<file path="src/sv/cdfs_pkg.sv">
// cdfs_pkg: shared constants, widths and helpers of the inverse-CDF categorical sampler.
// No dependencies; compiled first.
package cdfs_pkg;

    localparam int MAX_CATEGORIES = 1024;
    localparam int IDX_W          = $clog2(MAX_CATEGORIES);
    localparam int CNT_W          = $clog2(MAX_CATEGORIES + 1);
    localparam int SUM_W          = 58;
    localparam int MAX_DRAWS      = 64;
    localparam int DRAW_W         = 7;
    localparam int PHI_W          = 16;
    localparam int THETA_W        = 32;
    localparam int RNG_W          = 32;
    localparam int MUL_W          = 32;
    localparam int OUT_IDX_W      = 10;
    localparam int APB_DW         = 32;
    localparam int APB_AW         = 2;

    // register map (byte addresses)
    localparam logic [APB_AW-1:0] ADDR_RNG_SEED = 2'd0;

    // input item codes
    localparam logic MODE_LOAD = 1'b0;
    localparam logic MODE_DRAW = 1'b1;

    // one xorshift32 step
    function automatic logic [RNG_W-1:0] xorshift32(input logic [RNG_W-1:0] s);
        logic [RNG_W-1:0] x;
        x = s;
        x = x ^ (x << 13);
        x = x ^ (x >> 17);
        x = x ^ (x << 5);
        return x;
    endfunction

endpackage

</file>
<file path="src/sv/cdfs_mul.sv">
// cdfs_mul: shared 32x32 unsigned multiplier with a registered product.
// Depends on cdfs_pkg for the operand width.
module cdfs_mul (
    input  logic                           clk,
    input  logic [cdfs_pkg::MUL_W-1:0]     a,
    input  logic [cdfs_pkg::MUL_W-1:0]     b,
    output logic [2*cdfs_pkg::MUL_W-1:0]   p_reg
);

    always_ff @(posedge clk)
    begin
        p_reg <= {{cdfs_pkg::MUL_W{1'b0}}, a} * {{cdfs_pkg::MUL_W{1'b0}}, b};
    end

endmodule

</file>
<file path="config.mk">
export PLATFORM = sky130hd
export DESIGN_NAME = cdfs_mul
export DESIGN_NICKNAME = d
export VERILOG_FILES = /design/src/sv/cdfs_pkg.sv /design/src/sv/cdfs_mul.sv
export SDC_FILE = /design/constraint.sdc
export NUM_CORES = 2
export LEC_CHECK = 0
export ABC_AREA = 0
export ABC_CLOCK_PERIOD_IN_PS = 7400
export BUFFER_PORTS_ARGS = -buffer_cell sky130_fd_sc_hd__buf_2
export CAP_MARGIN = 40
export CORE_MARGIN = 2
export CORE_UTILIZATION = 40
export CTS_CLUSTER_SIZE = 28
export DETAILED_ROUTE_END_ITERATION = 16
export PLACE_DENSITY = 0.7
export RECOVER_POWER = 25
export SLEW_MARGIN = 20
export SYNTH_ARGS = -nofsm -noshare
export SYNTH_HDL_FRONTEND = slang
export SYNTH_SLANG_ARGS = --single-unit
</file>
<file path="constraint.sdc">
create_clock -name clk -period 7.4 [get_ports clk]
set_input_delay 1.11 -clock clk [delete_from_list [all_inputs] [get_ports clk]]
set_output_delay 1.11 -clock clk [all_outputs]
set_load 0.01 [all_outputs]
</file>
# Yosys cells after proc, flatten, opt, wreduce, memory -nomap -nowiden
# Index checks and enable logic that the tools add are counted.
[classes]
mul = 1
[op_table]
columns = ["operator", "count"]
rows = [
  ["32-bit by 32-bit multiplier with 64-bit output", 1],
]
[word_totals]
regBits = 64
inputBits = 65
output_inout_bits = 64

# Depth between registers and ports, before layout
[depth]
depth_word = 1
mapped_depth = 29

# Worst setup path after synthesis
# No wires, ideal clock.
[synth_timing]
kind = "input-to-reg"
from = "input a[25] (netlist bit)"
to = "register p_reg[62] (netlist bit)"
t_arrival_ps = 7791
required_ps = 7328
path_slack_ps = -463
cell_stages = 25
cell_sequence = "clkbuf_1 -> nand2_1 -> fa_1 -> inv_1 -> fa_1 -> inv_1 -> fa_1 -> inv_1 -> fa_1 -> fa_1 -> fa_1 -> fa_1 -> inv_1 -> fa_1 -> inv_1 -> ha_1 -> buf_2 -> nand4_1 -> or4_1 -> or3_1 -> a31oi_1 -> a31o_2 -> a211oi_1 -> o21ai_1 -> xor2_1"
[synth_between]
elab_chain_len = 1
[synth_lines]
columns = ["item", "line_no", "rtl"]
rows = [
  ["start, declared", "cdfs_mul.sv:5", "input logic [cdfs_pkg::MUL_W-1:0] a,"],
  ["32-bit by 32-bit multiplier with 64-bit output", "cdfs_mul.sv:12", "p_reg <= {{cdfs_pkg::MUL_W{1'b0}}, a} * {{cdfs_pkg::MUL_W{1'b0}}, b};"],
  ["end signal, assigned", "cdfs_mul.sv:12", ""],
  ["end, declared", "cdfs_mul.sv:7", "output logic [2*cdfs_pkg::MUL_W-1:0] p_reg"],
]
# Every way passes these cells.

# Final worst setup path
[layout_timing]
from = "input a[19] (netlist bit)"
to = "register p_reg[62] (netlist bit)"
# The elaborated chain is that of the path after synthesis.

==> metrics <==
status=finished, violations left; violated checks=negative setup slack; crit path launch type=primary input; flops & latches, synth=64; post-synth net total=4,972; Hold WC Path Type=primary input to register; post-synthesis cell area=approximately 35,000 um^2; DRT Wirelength=95,800 um; initial antenna violation count=4; first-pass GRT wire length=154,000 um; min-delay src=b[0]; relative slew slack=0.560; GRT Overall Usage=0.220; setup tns final=-3.04 ns; synth-to-layout area growth=18.1%; setup ws final=-0.244 ns; Final Max Slew Viols=0; Sink Count=64; clock buffer depth=2; io pins=129; hold-fix buffers at CTS=0; CP max stage cell=or4_4; Synth Flop Type=dfxtp_1; GRT overflow=0; total CTS buffers=9; 1st-iter DRT viols=1,392; crit path cell chain=buf_4, buf_12, and2_1, fa_2, fa_2, fa_1, inv_1, fa_1, inv_1, fa_1, fa_1, fa_1, fa_1, ha_4, nand4_1, or4_4, or3_4, a31oi_1, buf_4, a31o_4, a211oi_2, o21ai_1, xor2_1; fillers=~7,900; DP HPWL=82,400 um; Crit path arrival time=7.92 ns; kind of critical path=primary input to register; CTS tree=yes; WL per Instance=18.4 um; Worst Hold End=p_reg[0]$_DFF_P_; delay of the slowest cell on the worst path=0.57 ns; vias in the first global route=29,000; pin count of the biggest net entering global routing=24; fraction of registers with async set/reset=0; final setup fails=23; Slew @ Worst Pin=between 0.6 and 0.7 ns; Synth warnings=0; core area=between 80,000 and 90,000 um^2; CTS H-Tree Depth=3; sequential-to-total area share from yosys stat=0.0369; root buf cell=clkbuf_16; Post-Synthesis Cells=3,748; vias per inst=roughly 5.0; hold_ws=1.33 ns; die area=89,100 um^2; Final Wtd Congestion=between 0.9 and 1; Hold Path Cell Cnt=2; Cells after DPL=5,167; Final Cycle Share=1.03; Cell Count, Final, Fillers Out=5,218; endpoints failing hold=0; post-route ant nets=0; Distinct cells, synth=57; syn avg cell area=9.25 um^2; FP Rows=about 110; max reg flops=64; first drt pass iteration count=5; chip height=298 um; RSZ-0062 raised after global routing=yes; Starting Density=0.405; Layout Nets=5,290; CP Capture Type=register; EDFF count, synth=0; Max Fanout on Critical Path=11; via count=26,000; crit path time final=7.64 ns; Peak Freq=roughly 130 MHz; Req. time, crit path=around 7.7 ns; PortBufs=128; pre-CTS setup slack=-0.942 ns; die width=298 um; fraction of layout cells with a size suffix above 1=0.175; DR DRC count=0; number of max-cap violations=0; clk slew on worst S/H paths=0.06 ns; Crit path top cell by count=fa_1
[what timing repair did]
item / CTS / global route
resized for setup: 256 / 79
pin swaps: 140 / 50
setup buffers: 20 / 7
gates cloned: 3 / 2
endpoints found under the setup margin: 29 / 29
[area by class of cell]
type	instances	area, um^2	share of cell area
diodes	3	7.51	0.000183
clock buffers	10	239	0.00584
clock inverters	6	68.8	0.00168
inverters	865	3250	0.0793
multi-input cells	2599	30200	0.737
flip-flops and latches	64	1280	0.0313
well taps	1144	1430	0.0350
repair buffers	527	4490	0.110
[synth_stat cells (4+ instances only)]
cell type  count  area share
buf_2          6     0.00087
ha_1         263       0.095
o21ai_0       21      0.0030
a31oi_1       12      0.0022
nand3_1       10      0.0014
dfxtp_1       64       0.037
a21o_1        40      0.0087
and2_1       602        0.11
nand4_1       23      0.0041
o21ai_1        5     0.00072
xor2_1        25      0.0063
o21a_1         9      0.0019
xnor2_1       35      0.0088
inv_1        865       0.094
o21bai_1      10      0.0022
nor3_1         7      0.0010
and3_1        14      0.0025
a221o_1        4      0.0012
clkbuf_1     213       0.023
nor2_1        20      0.0022
a21oi_1       63      0.0091
fa_1         896        0.52
nand2_1      480       0.052
[cells in the final DEF (no fill, tap or decap), types with 25 or more instances in the layout]
cell type,netlist,layout
a21o_1,40,40
and2_1,602,573
inv_1,865,846
buf_4,0,352
and2_4,0,29
buf_12,0,28
nand2_1,480,473
buf_6,0,59
fa_2,0,40
a21oi_1,63,43
buf_2,6,48
dfxtp_1,64,64
clkbuf_1,213,25
fa_1,896,856
xnor2_1,35,32
ha_1,263,240
[critical path, delay by kind of cell]
family | cells | cell delay, ns
fa+ha+maj | 9 | 4.28
simple gates | 4 | 1.22
buf+inv | 5 | 0.59
compound gates | 4 | 0.58
xor+xnor | 1 | 0.15
[cells by family after synthesis]
logic type / after synthesis / share of synthesized area
AOI/OAI and AO/OA: 202 / 0.0415
xor gates and xnor gates: 60 / 0.0152
adders and majority gates: 1159 / 0.612
buffers and inverters: 1085 / 0.118
DFF: 64 / 0.0369
muxes: 1 / 0.000289
and+or+nand+nor: 1177 / 0.176
[layer usage]
layer	GRT usage	up-vias	wire length [um]
met4	0.101	2	5090
met2	0.401	808	50600
met5	0	-	12
met3	0.0248	233	4780
li1	-	11500	-
met1	0.260	13500	35300
[stage by stage]
stage	util	cell area [um^2]
final	0.479	41000
after global routing	0.479	40900
after CTS	0.473	40500
after detailed placement	0.456	39000
after global placement	0.456	39000
after floorplan	-	35100
[worst max path at each step]
stage	startpoint	endpoint	slack, ns	cells after the start
3_3_place_gp	b[9]	p_reg[58]$_DFF_P_	-0.79	25
5_1_grt	a[5]	p_reg[62]$_DFF_P_	-0.40	24
6_report	a[19]	p_reg[62]$_DFF_P_	-0.24	23
3_5_place_dp	b[9]	p_reg[58]$_DFF_P_	-0.94	25
2_1_floorplan	a[26]	p_reg[62]$_DFF_P_	-0.24	26
4_1_cts	a[20]	p_reg[57]$_DFF_P_	-0.22	25
Power is not shown: default switching activity piles up to over one toggle a cycle in this logic, so the estimate is an artifact.
