**config.mk**
```make
export PLATFORM = sky130hd
export DESIGN_NAME = cdfs_ram
export DESIGN_NICKNAME = d
export VERILOG_FILES = /design/src/sv/cdfs_ram.sv
export SDC_FILE = /design/constraint.sdc
export NUM_CORES = 1
export LEC_CHECK = 0
export BUFFER_PORTS_ARGS = -buffer_cell sky130_fd_sc_hd__buf_2
export CAP_MARGIN = 20
export CELL_PAD_IN_SITES_DETAIL_PLACEMENT = 0
export CELL_PAD_IN_SITES_GLOBAL_PLACEMENT = 1
export CORE_MARGIN = 2
export CORE_UTILIZATION = 40
export DETAILED_ROUTE_END_ITERATION = 8
export MAX_ROUTING_LAYER = met4
export PLACE_DENSITY = 0.62
export SYNTH_ARGS = -nofsm -noshare
export SYNTH_HDL_FRONTEND = slang
export SYNTH_SLANG_ARGS = --single-unit
```
**constraint.sdc**
```tcl
create_clock -name clk -period 4.4 [get_ports clk]
set_input_delay 0 -clock clk [delete_from_list [all_inputs] [get_ports clk]]
set_output_delay 0 -clock clk [all_outputs]
set_load 0.02 [all_outputs]
```
**src/sv/cdfs_ram.sv**
```systemverilog
// cdfs_ram: generic simple dual-port RAM, one write port, one registered read port.
// No dependencies.
module cdfs_ram #(
    parameter int WIDTH = 8,
    parameter int DEPTH = 16
) (
    input  logic                     clk,
    input  logic                     we,
    input  logic [$clog2(DEPTH)-1:0] waddr,
    input  logic [WIDTH-1:0]         wdata,
    input  logic                     re,
    input  logic [$clog2(DEPTH)-1:0] raddr,
    output logic [WIDTH-1:0]         rdata
);

    logic [WIDTH-1:0] mem [DEPTH];

    always_ff @(posedge clk)
    begin
        if (we)
        begin
            mem[waddr] <= wdata;
        end
        if (re)
        begin
            rdata <= mem[raddr];
        end
    end

endmodule

```
* Word-level counts from Yosys, hierarchy flattened
Memory sizes are Yosys's and may differ from the RTL's. A register that Yosys moved wholly into a read port is not among the register bits.
Cells that the tools add are included.
** Storage, ports and cells
- Bits in registers :: 0
- Bits in writable memories :: 128
- Input port bits :: 19
- Output and inout bits :: 8
- Word-level logic and storage cells :: 3
- Memories kept :: 1
** Memories
- mem :: depth 16, bits a word 8, rd ports 1, clocked after Yosys merged registers in 1, write ports 1, RTL line 16 : logic [WIDTH-1:0] mem [DEPTH];
** Operators by class
- Multiplexer cells :: 2
** Operator list (count)
- 1-bit 2-to-1 mux :: 2

* Longest topological paths before layout
Gate-level depths: netlist of run 1.
- Word-level depth :: 2
- Depth in mapped cells :: 5
- Gate-level depth less buffers :: 3

* Worst setup path after synthesis of run 1
Ideal clock, no wire load.
- Path type :: input to register
- Start :: in waddr[2]
- End :: mem mem[0][0] (enable)
- Setup time :: 0.383 ns
- Arrival time :: 1.110 ns
- Required time :: 4.017 ns
- Path slack :: 2.907 ns
- Stages :: 2
- Path buffers :: 0
- Cell sequence :: or3b_2 nor3_1
** RTL lines
- start: declaration :: RTL line 9 : input logic [$clog2(DEPTH)-1:0] waddr,
- end: declaration :: RTL line 16
Straight into the memory's write port.

==> run_results.csv, run 1 <==
group,metric,value,unit
status,run_status,"completed",
critical_path,end_kind,"flop",
grt,grt_pass1_vias,2545,
grt,grt_max_degree,33,
clock_tree,htreeDepth,4,
layout,drive_above_1_share,0.2674,
sta,period_minus_slack,1.494,ns
drt,post_drt_wl_per_cell,23.86,microns
die,die_h,118.3,microns
drt,top_layer,"met4",
sta,setup_violations,0,
drt,via_per_inst,5.324,
placement,port-buffer-count,26,
clock_tree,clockBufferDepth,2,
critical_path,critical_path.max_stage_delay,0.50,ns
sta,hold_violations,0,
critical_path,cp.arrival,1.65,ns
synthesis,synth_cell_types,18,
critical_path,worst-path-buf-inv,0,
sta,skew,0.005265,ns
die,die_area,14000,sq um
die,ios,27,
clock_tree,cts_tree,"yes",
drt,drt-initial-drc-count,238,
drt,drtPass1Iterations,4,
grt,antenna_found_initial,0,
layout,fin_nets,295,
sta,fmax,669.2,MHz
clock_tree,cts_buffers,17,
die,core,12670,sq um
clock_tree,cts_num_sinks,136,
clock_tree,clkTransAtPathRegs,0.06,ns
placement,post-dp-hpwl,6396,microns
critical_path,cp.required,4.55,ns
die,start_util,0.4126,
synthesis,synthesis.nets,248,
power_and_ir_drop,pwr-share-seq,0.494,
critical_path,crit_type,"flop to flop",
power_and_ir_drop,ir_drop,0.2522,mV
power_and_ir_drop,switching_power,580.9,uW
drt,drt-met1-wl,4919,microns
synthesis,synth_area,5228,sq um
clock_tree,root_buffer,"clkbuf_16",
job,drv_cap,0,
synthesis,synth-edff-count,136,
layout,fillCellCount,1030,
drt,drt-total-wl,10970,microns
synthesis,synth_warnings,0,
drt,wl_met3,630,microns
power_and_ir_drop,p_int,2.394,mW
power_and_ir_drop,combinationalPowerShare,0.048,
placement,place_congestion,0.7055,
critical_path,cp-start-kind,"flop",
synthesis,synth-async-reset-ratio,0,
drt,num_vias,2449,
synthesis,ys_ff_latch,136,
synthesis,synthFlopType,"edfxtp_1",
grt,grt_overflow_total,0,
drt,drc,0,
drt,ant_nets,0,
power_and_ir_drop,swShare,0.1953,
critical_path,cp_top_family,"multiplexers",
grt,grt_pass1_wl,16130,microns
synthesis,yosysSeqAreaShare,0.7812,
layout,n_antenna_cell,0,
sta,drv_slew,0,
power_and_ir_drop,power_frac_clock,0.458,
clock_tree,cts_setup_buffers,0,
sta,rsz0062_at_grt,"no",
sta,fin_setup_tns,0,ns
sta,fin_crit_sh,0.3396,
synthesis,avgSynthCellArea,22.83,sq um
power_and_ir_drop,power_leakage,2.050,nW
critical_path,crit_chain,"mux4_1 -> a22oi_1 -> nand2_1",
hold_path,holdCritPathClass,"primary input to flop",
grt,track_usage,0.1704,
synthesis,synth_cells,229,
die,rows,41,
layout,final_core_util,0.4891,
critical_path,path_max_fanout,1,
die,fp.dieW,118.3,microns
sta,tightest_slew,1.087,ns
clock_tree,insertion_delay,0.40,ns
power_and_ir_drop,power.density,480.0,nW/um^2
critical_path,cp_slowest_cell,"mux4_1",
layout,areaGrowthSynthToFinish,18.55,%
sta,max_slew_margin,0.2730,
drt,dr_wl_met2,5239,microns
cell usage after synthesis, types with 2 or more instances:
cell	number	area share
clkdlybuf4s25_2	3	0.0057
edfxtp_1	136	0.78
a22oi_1	16	0.023
buf_2	3	0.0029
nand2_1	9	0.0065
buf_6	3	0.0065
mux4_2	18	0.078
nand2b_1	2	0.0024
mux4_1	14	0.070
nand3b_1	2	0.0029
nor2_1	13	0.0093
nor3_1	4	0.0038
cells by family after synthesis:
family | count (synthesis) | share of synthesized area
buffers and inverters | 10 | 0.01651
AND/OR/NAND/NOR | 35 | 0.03136
multiplexers | 32 | 0.1479
AO/OA/AOI/OAI | 16 | 0.02298
flip-flops | 136 | 0.7812
sequential cells by signal, indices dropped and copies added, names as in the netlist:
register,count
mem,128
rdata,8
per-stage QoR:
| step | setup WS (ns) | hold WS (ns) | instance area (sq um) | std cells | total power [mW] |
|---|---|---|---|---|---|
| after global routing | 2.792 | 0.1201 | 6197 | 460 | 3.057 |
| after floorplan | 2.907 | 0.09887 | 5228 | 229 | 1.574 |
| after detailed placement | 2.158 | 0.3936 | 5509 | 418 | 1.632 |
| after global placement | 2.145 | 0.3865 | 5509 | 418 | 1.630 |
| after CTS | 2.576 | 0.1051 | 6166 | 458 | 2.991 |
| final | 2.906 | 0.1092 | 6197 | 460 | 2.975 |
power groups by stage:
stage	combinational (mW)	sequential [mW]	clock, mW
5_1_grt	0.155	1.47	1.43
6_report	0.142	1.47	1.36
2_1_floorplan	0.0737	1.50	0
3_3_place_gp	0.135	1.50	0
4_1_cts	0.143	1.47	1.38
3_5_place_dp	0.136	1.50	0
final timing paths:
kind                    from         to  slack, ns  cells after the start
setup / recovery   mem[1][0]   rdata[0]       2.91                      3
hold reg to reg   mem[14][0]   rdata[0]       0.74                      3
hold / removal      waddr[1]  mem[4][1]       0.11                      2
setup reg to reg   mem[1][0]   rdata[0]       2.91                      3
cell usage in the layout, fill, tap and decap left out:
master           n
buf_4            1
nand3_1          1
mux4_1          14
mux4_2          18
and2b_1          1
nand2b_1         2
buf_2           26
nor3_1           1
a22oi_1         16
clkbuf_16       17
nor3_2           3
buf_12           1
and2_1           1
clkbuf_1         2
edfxtp_1       136
nor2_1          13
clkinv_1         3
bufinv_16        3
or3b_2           1
clkinv_2         5
nand3b_1         2
buf_6            1
nor2b_1          1
dlygate4sd3_1    9
nand2_1          9
clkinvlp_4       1
per-layer routing:
layer	vias to the layer above	track usage
li1	1071	-
met2	83	0.2525
met4	0	0.07154
met3	12	0.03427
met1	1283	0.2320
met5	-	-
area by class of cell:
type	count	area [sq um]	area share
Multi-Input combinational cell	83	1072	0.1730
Timing Repair Buffer	38	259.0	0.04179
Tap cell	172	215.2	0.03473
Clock buffer	19	432.9	0.06986
Clock inverter	12	133.9	0.02160
Sequential cell	136	4084	0.6590
repair_timing:
| action | in CTS | in global routing |
|---|---|---|
| gates resized for setup | 0 | 0 |
| endpoints found under the hold margin | 134 | 0 |
| hold buffers | 9 | 0 |
Note: power is estimated with default switching activity, not from simulation.
==> inputs of run 2 (changes only) <==
--- a/config.mk
+++ b/config.mk
@@ -13,7 +13,7 @@
 export CORE_UTILIZATION = 40
 export DETAILED_ROUTE_END_ITERATION = 8
 export MAX_ROUTING_LAYER = met4
-export PLACE_DENSITY = 0.62
+export PLACE_DENSITY = 0.64
 export SYNTH_ARGS = -nofsm -noshare
 export SYNTH_HDL_FRONTEND = slang
 export SYNTH_SLANG_ARGS = --single-unit
==> constraint.sdc (replaced) <==
create_clock -name clk -period 1.3 [get_ports clk]
set_input_delay 0 -clock clk [delete_from_list [all_inputs] [get_ports clk]]
set_output_delay 0 -clock clk [all_outputs]
set_load 0.02 [all_outputs]
==> run 2 against run 1 <==
Net effect: the flow now finishes with violations (negative setup slack); final area up 2.2%; sequential share of layout area down 1.4 points; utilization up 1.1 points; maximum frequency up 2.4%; via count up 1.1%; first-iteration DRC count down 16%; clock skew up 0.00072 ns; wire length down 4.9%.
==> run_results.csv, run 2 (same netlist as run 1, synthesis figures left out) <==
group,metric,value,unit
sta,hold_violations,0,
drt,ant_nets,0,
placement,port-buffer-count,26,
sta,tightest_slew,0.8496,ns
clock_tree,clkTransAtPathRegs,0.06,ns
critical_path,ff2ff_path_depth,3,
critical_path,rrSetupSlack,-0.16,ns
hold_path,holdCritPathClass,"primary input to flop",
clock_tree,cts_setup_buffers,0,
critical_path,cp_top_family,"multiplexers",
grt,antenna_found_initial,0,
die,core,12670,sq um
sta,period_minus_slack,1.460,ns
drt,drc,0,
drt,drt-initial-drc-count,199,
die,rows,41,
placement,place_congestion,0.6981,
critical_path,critical_path.max_stage_delay,0.50,ns
drt,post_drt_wl_per_cell,21.82,microns
layout,final_cell_mix,"edfxtp_1 (136), mux4_2 (27), buf_2 (26), buf_4 (21), clkbuf_16 (17)",
critical_path,crit_chain,"mux4_2 -> a22oi_2 -> nand2_1",
layout,fin_nets,312,
placement,post-dp-hpwl,6623,microns
layout,drive_above_1_share,0.3693,
drt,drtPass1Iterations,4,
status,violations,"negative setup slack",
clock_tree,root_buffer,"clkbuf_16",
critical_path,cp-start-kind,"flop",
grt,grt_pass1_wl,15830,microns
sta,max_slew_margin,0.4324,
sta,fin_setup_tns,-0.8859,ns
sta,fin_crit_sh,1.123,
sta,rsz0062_at_grt,"yes",
sta,setup_slack,-0.1597,ns
die,fp.dieW,118.3,microns
sta,whs,0.002671,ns
clock_tree,cts_buffers,17,
sta,setup_violations,8,
grt,track_usage,0.1663,
layout,instances_no_fill,478,
hold_path,hold_start,"wdata[6]",
layout,ff_latch_area,4084,sq um
critical_path,path_max_fanout,1,
critical_path,cp_slowest_cell,"mux4_2",
layout,final_common_cell,"edfxtp_1",
critical_path,cp.required,1.44,ns
layout,largestRegisters,"mem: 128 flops, rdata: 8 flops",
placement,post-place-cells,440,
layout,areaGrowthSynthToFinish,21.18,%
critical_path,cp.depth,3,
placement,post-place-ws,-0.3148,ns
layout,n_antenna_cell,0,
layout,top_register,"mem",
sta,fmax,685.1,MHz
grt,grt_max_degree,23,
layout,fillCellCount,1032,
power_and_ir_drop,power_leakage,2.108,nW
clock_tree,clockBufferDepth,2,
layout,largest_reg_flops,128,
clock_tree,cts_num_sinks,136,
power_and_ir_drop,power.density,1596,nW/um^2
die,start_util,0.4126,
drt,drt-total-wl,10430,microns
status,run_status,"finished, violations left",
grt,grt_overflow_total,0,
clock_tree,cts_tree,"yes",
die,die_h,118.3,microns
clock_tree,htreeDepth,4,
hold_path,hold_depth,1,
grt,grt_pass1_vias,2531,
sta,skew,0.005982,ns
critical_path,reg2reg_from,"mem[3][6]",
critical_path,worst-path-buf-inv,0,
job,drv_cap,0,
power_and_ir_drop,ir_drop,0.8820,mV
die,die_area,14000,sq um
critical_path,crit_type,"flop to flop",
sta,drv_slew,0,
layout,multi_input_area,1079,sq um
clock_tree,insertion_delay,0.41,ns
critical_path,cp.arrival,1.60,ns
drt,via_per_inst,5.178,
critical_path,crit_start,"mem[3][6]",
die,ios,27,
critical_path,end_kind,"flop",
drt,num_vias,2475,
[run 2: cell types whose count changed in the layout (fill, tap and decap cells not counted), moves of 2 or more]
cell,previous run,this run
nor3_2,3,1
mux4_1,14,5
a22oi_2,0,10
buf_4,1,21
a22oi_1,16,6
mux4_2,18,27
dlygate4sd3_1,9,6
nor3_1,1,3
[run 2: metrics by stage]
stage,total power [mW],cell area [sq um],util
after global placement,5.548,5689,0.4490
after floorplan,5.328,5233,-
after CTS,10.20,6327,0.4994
after detailed placement,5.558,5689,0.4490
final,10.11,6335,0.5000
after global routing,10.42,6335,0.5000
[run 2: worst register-to-register path, delay by kind of cell, from the launching register on]
family | cells | cell delay, ns
AOI/OAI and AO/OA | 1 | 0.22
DFF | 1 | 0.36
muxes | 1 | 0.50
and+or+nand+nor | 1 | 0.12
[run 2: path summary, 6_finish.rpt]
check | end
hold / removal | mem[7][6]
hold reg to reg | rdata[5]
setup reg to reg | rdata[6]
setup / recovery | rdata[6]
[run 2: final cells by class]
class,instances,share of cell area
sequential,136,0.6447
multi-input combinational,83,0.1703
clock buffer,20,0.06893
timing repair buffer,55,0.06123
tap,172,0.03397
clock inverter,12,0.02094
[run 2: power by group]
| group | total (mW) | internal [mW] | switching, mW |
|---|---|---|---|
| clock network | 4.61 | 2.97 | 1.64 |
| logic | 0.530 | 0.226 | 0.304 |
| registers | 4.97 | 4.94 | 0.0263 |
| total | 10.1 | 8.14 | 1.97 |
[run 2: per-layer routing]
layer / GRT usage / part of all wire / vias to the layer above
li1: - / - / 1100
met1: 0.2233 / 0.46 / 1292
met2: 0.2457 / 0.48 / 75
met3: 0.04730 / 0.047 / 8
met4: 0.05648 / 0.0091 / 0
met5: - / 0 / -
[run 2: timing repair]
action,CTS,global route
endpoints found under the setup margin,8,8
hold buffers,6,0
hold endpoints to repair,88,0
resized for setup,14,5
pin swaps,4,5
==> inputs of run 3 (changes only) <==
--- a/config.mk
+++ b/config.mk
@@ -10,10 +10,10 @@
 export CELL_PAD_IN_SITES_DETAIL_PLACEMENT = 0
 export CELL_PAD_IN_SITES_GLOBAL_PLACEMENT = 1
 export CORE_MARGIN = 2
-export CORE_UTILIZATION = 40
+export CORE_UTILIZATION = 48
 export DETAILED_ROUTE_END_ITERATION = 8
 export MAX_ROUTING_LAYER = met4
-export PLACE_DENSITY = 0.64
+export PLACE_DENSITY = 0.74
 export SYNTH_ARGS = -nofsm -noshare
 export SYNTH_HDL_FRONTEND = slang
 export SYNTH_SLANG_ARGS = --single-unit
==> run 3 against run 2 <==
Net effect: the run still ends with negative setup slack left; count of clock-buffer cells in the layout down 3; die area down 16%; worst hold slack better by 0.051 ns; critical path depth is 1 higher; global-route usage increased by 4.1 points; first-iteration DRC count is 22% higher; clock skew increased by 0.0030 ns; setup slack worse by 0.044 ns; clock power rose by 12%; largest power group is now clock; highest routed layer unchanged.
==> run_results.csv, run 3 (same netlist as run 1, synthesis figures left out) <==
group,metric,value,unit
sta,rsz0062_at_grt,"yes",
layout,largest_reg_flops,128,
clock_tree,cts_buffers,17,
sta,tightest_slew,1.014,ns
critical_path,cp.required,1.57,ns
power_and_ir_drop,power.density,1647,nW/um^2
placement,port-buffer-count,26,
clock_tree,clockBufferDepth,2,
die,start_util,0.4865,
critical_path,crit_type,"flop to flop",
die,rows,38,
placement,post-place-ws,-0.2944,ns
status,violations,"negative setup slack",
critical_path,cp_top_family,"multiplexers",
sta,period_minus_slack,1.504,ns
die,die_area,11740,sq um
grt,grt_pass1_wl,15950,microns
die,die_h,108.4,microns
layout,drive_above_1_share,0.3628,
power_and_ir_drop,combinationalPowerShare,0.051,
critical_path,critical_path.max_stage_delay,0.47,ns
power_and_ir_drop,p_int,8.659,mW
layout,multi_input_area,1065,sq um
layout,top_register,"mem",
power_and_ir_drop,swShare,0.1879,
sta,hold_violations,0,
clock_tree,insertion_delay,0.52,ns
grt,grt_overflow_total,0,
clock_tree,cts_num_sinks,136,
grt,antenna_found_initial,0,
power_and_ir_drop,total_power,10.66,mW
critical_path,cp-start-kind,"flop",
die,fp.dieW,108.4,microns
layout,fin_nets,323,
drt,post_drt_wl_per_cell,22.90,microns
sta,fin_setup_tns,-1.030,ns
placement,post-dp-hpwl,6571,microns
grt,track_usage,0.2077,
grt,grt_pass1_vias,2589,
placement,placed_area,5734,sq um
clock_tree,root_buffer,"clkbuf_8",
critical_path,cp.arrival,1.78,ns
layout,final_common_cell,"edfxtp_1",
power_and_ir_drop,pwr-share-seq,0.466,
sta,skew,0.008951,ns
placement,place_congestion,0.7251,
drt,ant_nets,0,
layout,largestRegisters,"mem: 128 flops, rdata: 8 flops",
drt,drt-initial-drc-count,243,
clock_tree,cts_setup_buffers,0,
sta,whs,0.05333,ns
sta,max_slew_margin,0.3218,
drt,drc,0,
critical_path,crit_chain,"mux4_2 -> a22oi_2 -> buf_4 -> nand2_2",
layout,areaGrowthSynthToFinish,23.82,%
layout,n_antenna_cell,0,
drt,via_per_inst,5.551,
power_and_ir_drop,power_leakage,2.222,nW
power_and_ir_drop,power_frac_clock,0.483,
drt,drtPass1Iterations,4,
drt,drt-total-wl,10470,microns
power_and_ir_drop,switching_power,2.003,mW
status,run_status,"finished, violations left",
clock_tree,htreeDepth,4,
critical_path,path_max_fanout,1,
drt,num_vias,2537,
clock_tree,cts_tree,"yes",
critical_path,cp_slowest_cell,"mux4_2",
sta,setup_slack,-0.2036,ns
power_and_ir_drop,ir_drop,1.111,mV
die,core,10750,sq um
layout,fillCellCount,796,
grt,grt_max_degree,17,
critical_path,worst-path-buf-inv,1,
layout,ff_latch_area,4084,sq um
clock_tree,clkTransAtPathRegs,0.06,ns
layout,fin_area,6472,sq um
hold_path,holdCritPathClass,"primary input to flop",
sta,fmax,665.1,MHz
critical_path,end_kind,"flop",
die,ios,27,
job,drv_cap,0,
sta,fin_crit_sh,1.157,
sta,setup_violations,8,
sta,drv_slew,0,
layout,final_cell_mix,"edfxtp_1 (136), buf_4 (27), buf_2 (26), mux4_2 (22), clkbuf_16 (16)",
[run 3: cell count changes in the layout (fill, tap and decap cells not counted), moves of 2 or more]
cell           before  now
a22oi_1             6   13
a22oi_2            10    3
buf_12              2    4
buf_4              21   27
bufinv_16           3    6
clkbuf_1            3    0
clkinv_1            4    2
dlygate4sd3_1       6    9
mux4_1              5   10
mux4_2             27   22
[run 3: stage by stage]
step	util	cells
floorplan	-	229
global placement	0.5337	416
detailed placement	0.5337	416
CTS	0.6019	457
global route	0.6024	457
finish	0.6024	457
[run 3: routing by layer]
| metal | vias to the layer above | part of all wire | GRT usage |
|---|---|---|---|
| met1 | 1290 | 0.40 | 0.2792 |
| met4 | 0 | 0.013 | 0.09158 |
| met2 | 111 | 0.50 | 0.3086 |
| met3 | 10 | 0.086 | 0.04702 |
| met5 | - | 0 | - |
| li1 | 1126 | - | - |
[run 3: what timing repair did]
action                                  4_1_cts  5_1_grt
endpoints found under the setup margin        8        8
pin swaps                                     0        1
hold endpoints to repair                    136        0
gates resized for setup                       3        5
hold buffers                                  9        0
[run 3: final timing paths]
| check | start | end | slack [ns] | depth (start not counted) |
|---|---|---|---|---|
| max | mem[1][6] | rdata[6] | -0.20 | 4 |
| min | waddr[0] | mem[0][5] | 0.05 | 3 |
| max reg2reg | mem[1][6] | rdata[6] | -0.20 | 4 |
| min reg2reg | mem[15][3] | rdata[3] | 0.75 | 3 |
[run 3: area by class of cell]
| type | count | share of cell area |
|---|---|---|
| clock buffers | 17 | 0.06399 |
| clock inverters | 15 | 0.03576 |
| multi-input cells | 83 | 0.1645 |
| repair buffers | 66 | 0.07771 |
| flip-flops and latches | 136 | 0.6310 |
| well taps | 140 | 0.02706 |
[run 3: power groups by stage]
stage / registers, mW / logic [mW] / clock network (mW)
after floorplan: 5.08 / 0.250 / 0
after global routing: 4.97 / 0.593 / 5.40
after CTS: 4.97 / 0.544 / 5.22
after global placement: 5.05 / 0.507 / 0
after detailed placement: 5.06 / 0.517 / 0
final: 4.97 / 0.542 / 5.15
[run 3: worst reg2reg max path, stage by stage, from the launching register on]
cell      delay (ns)
edfxtp_1        0.37
mux4_2          0.47
a22oi_2         0.21
buf_4           0.16
nand2_2         0.04
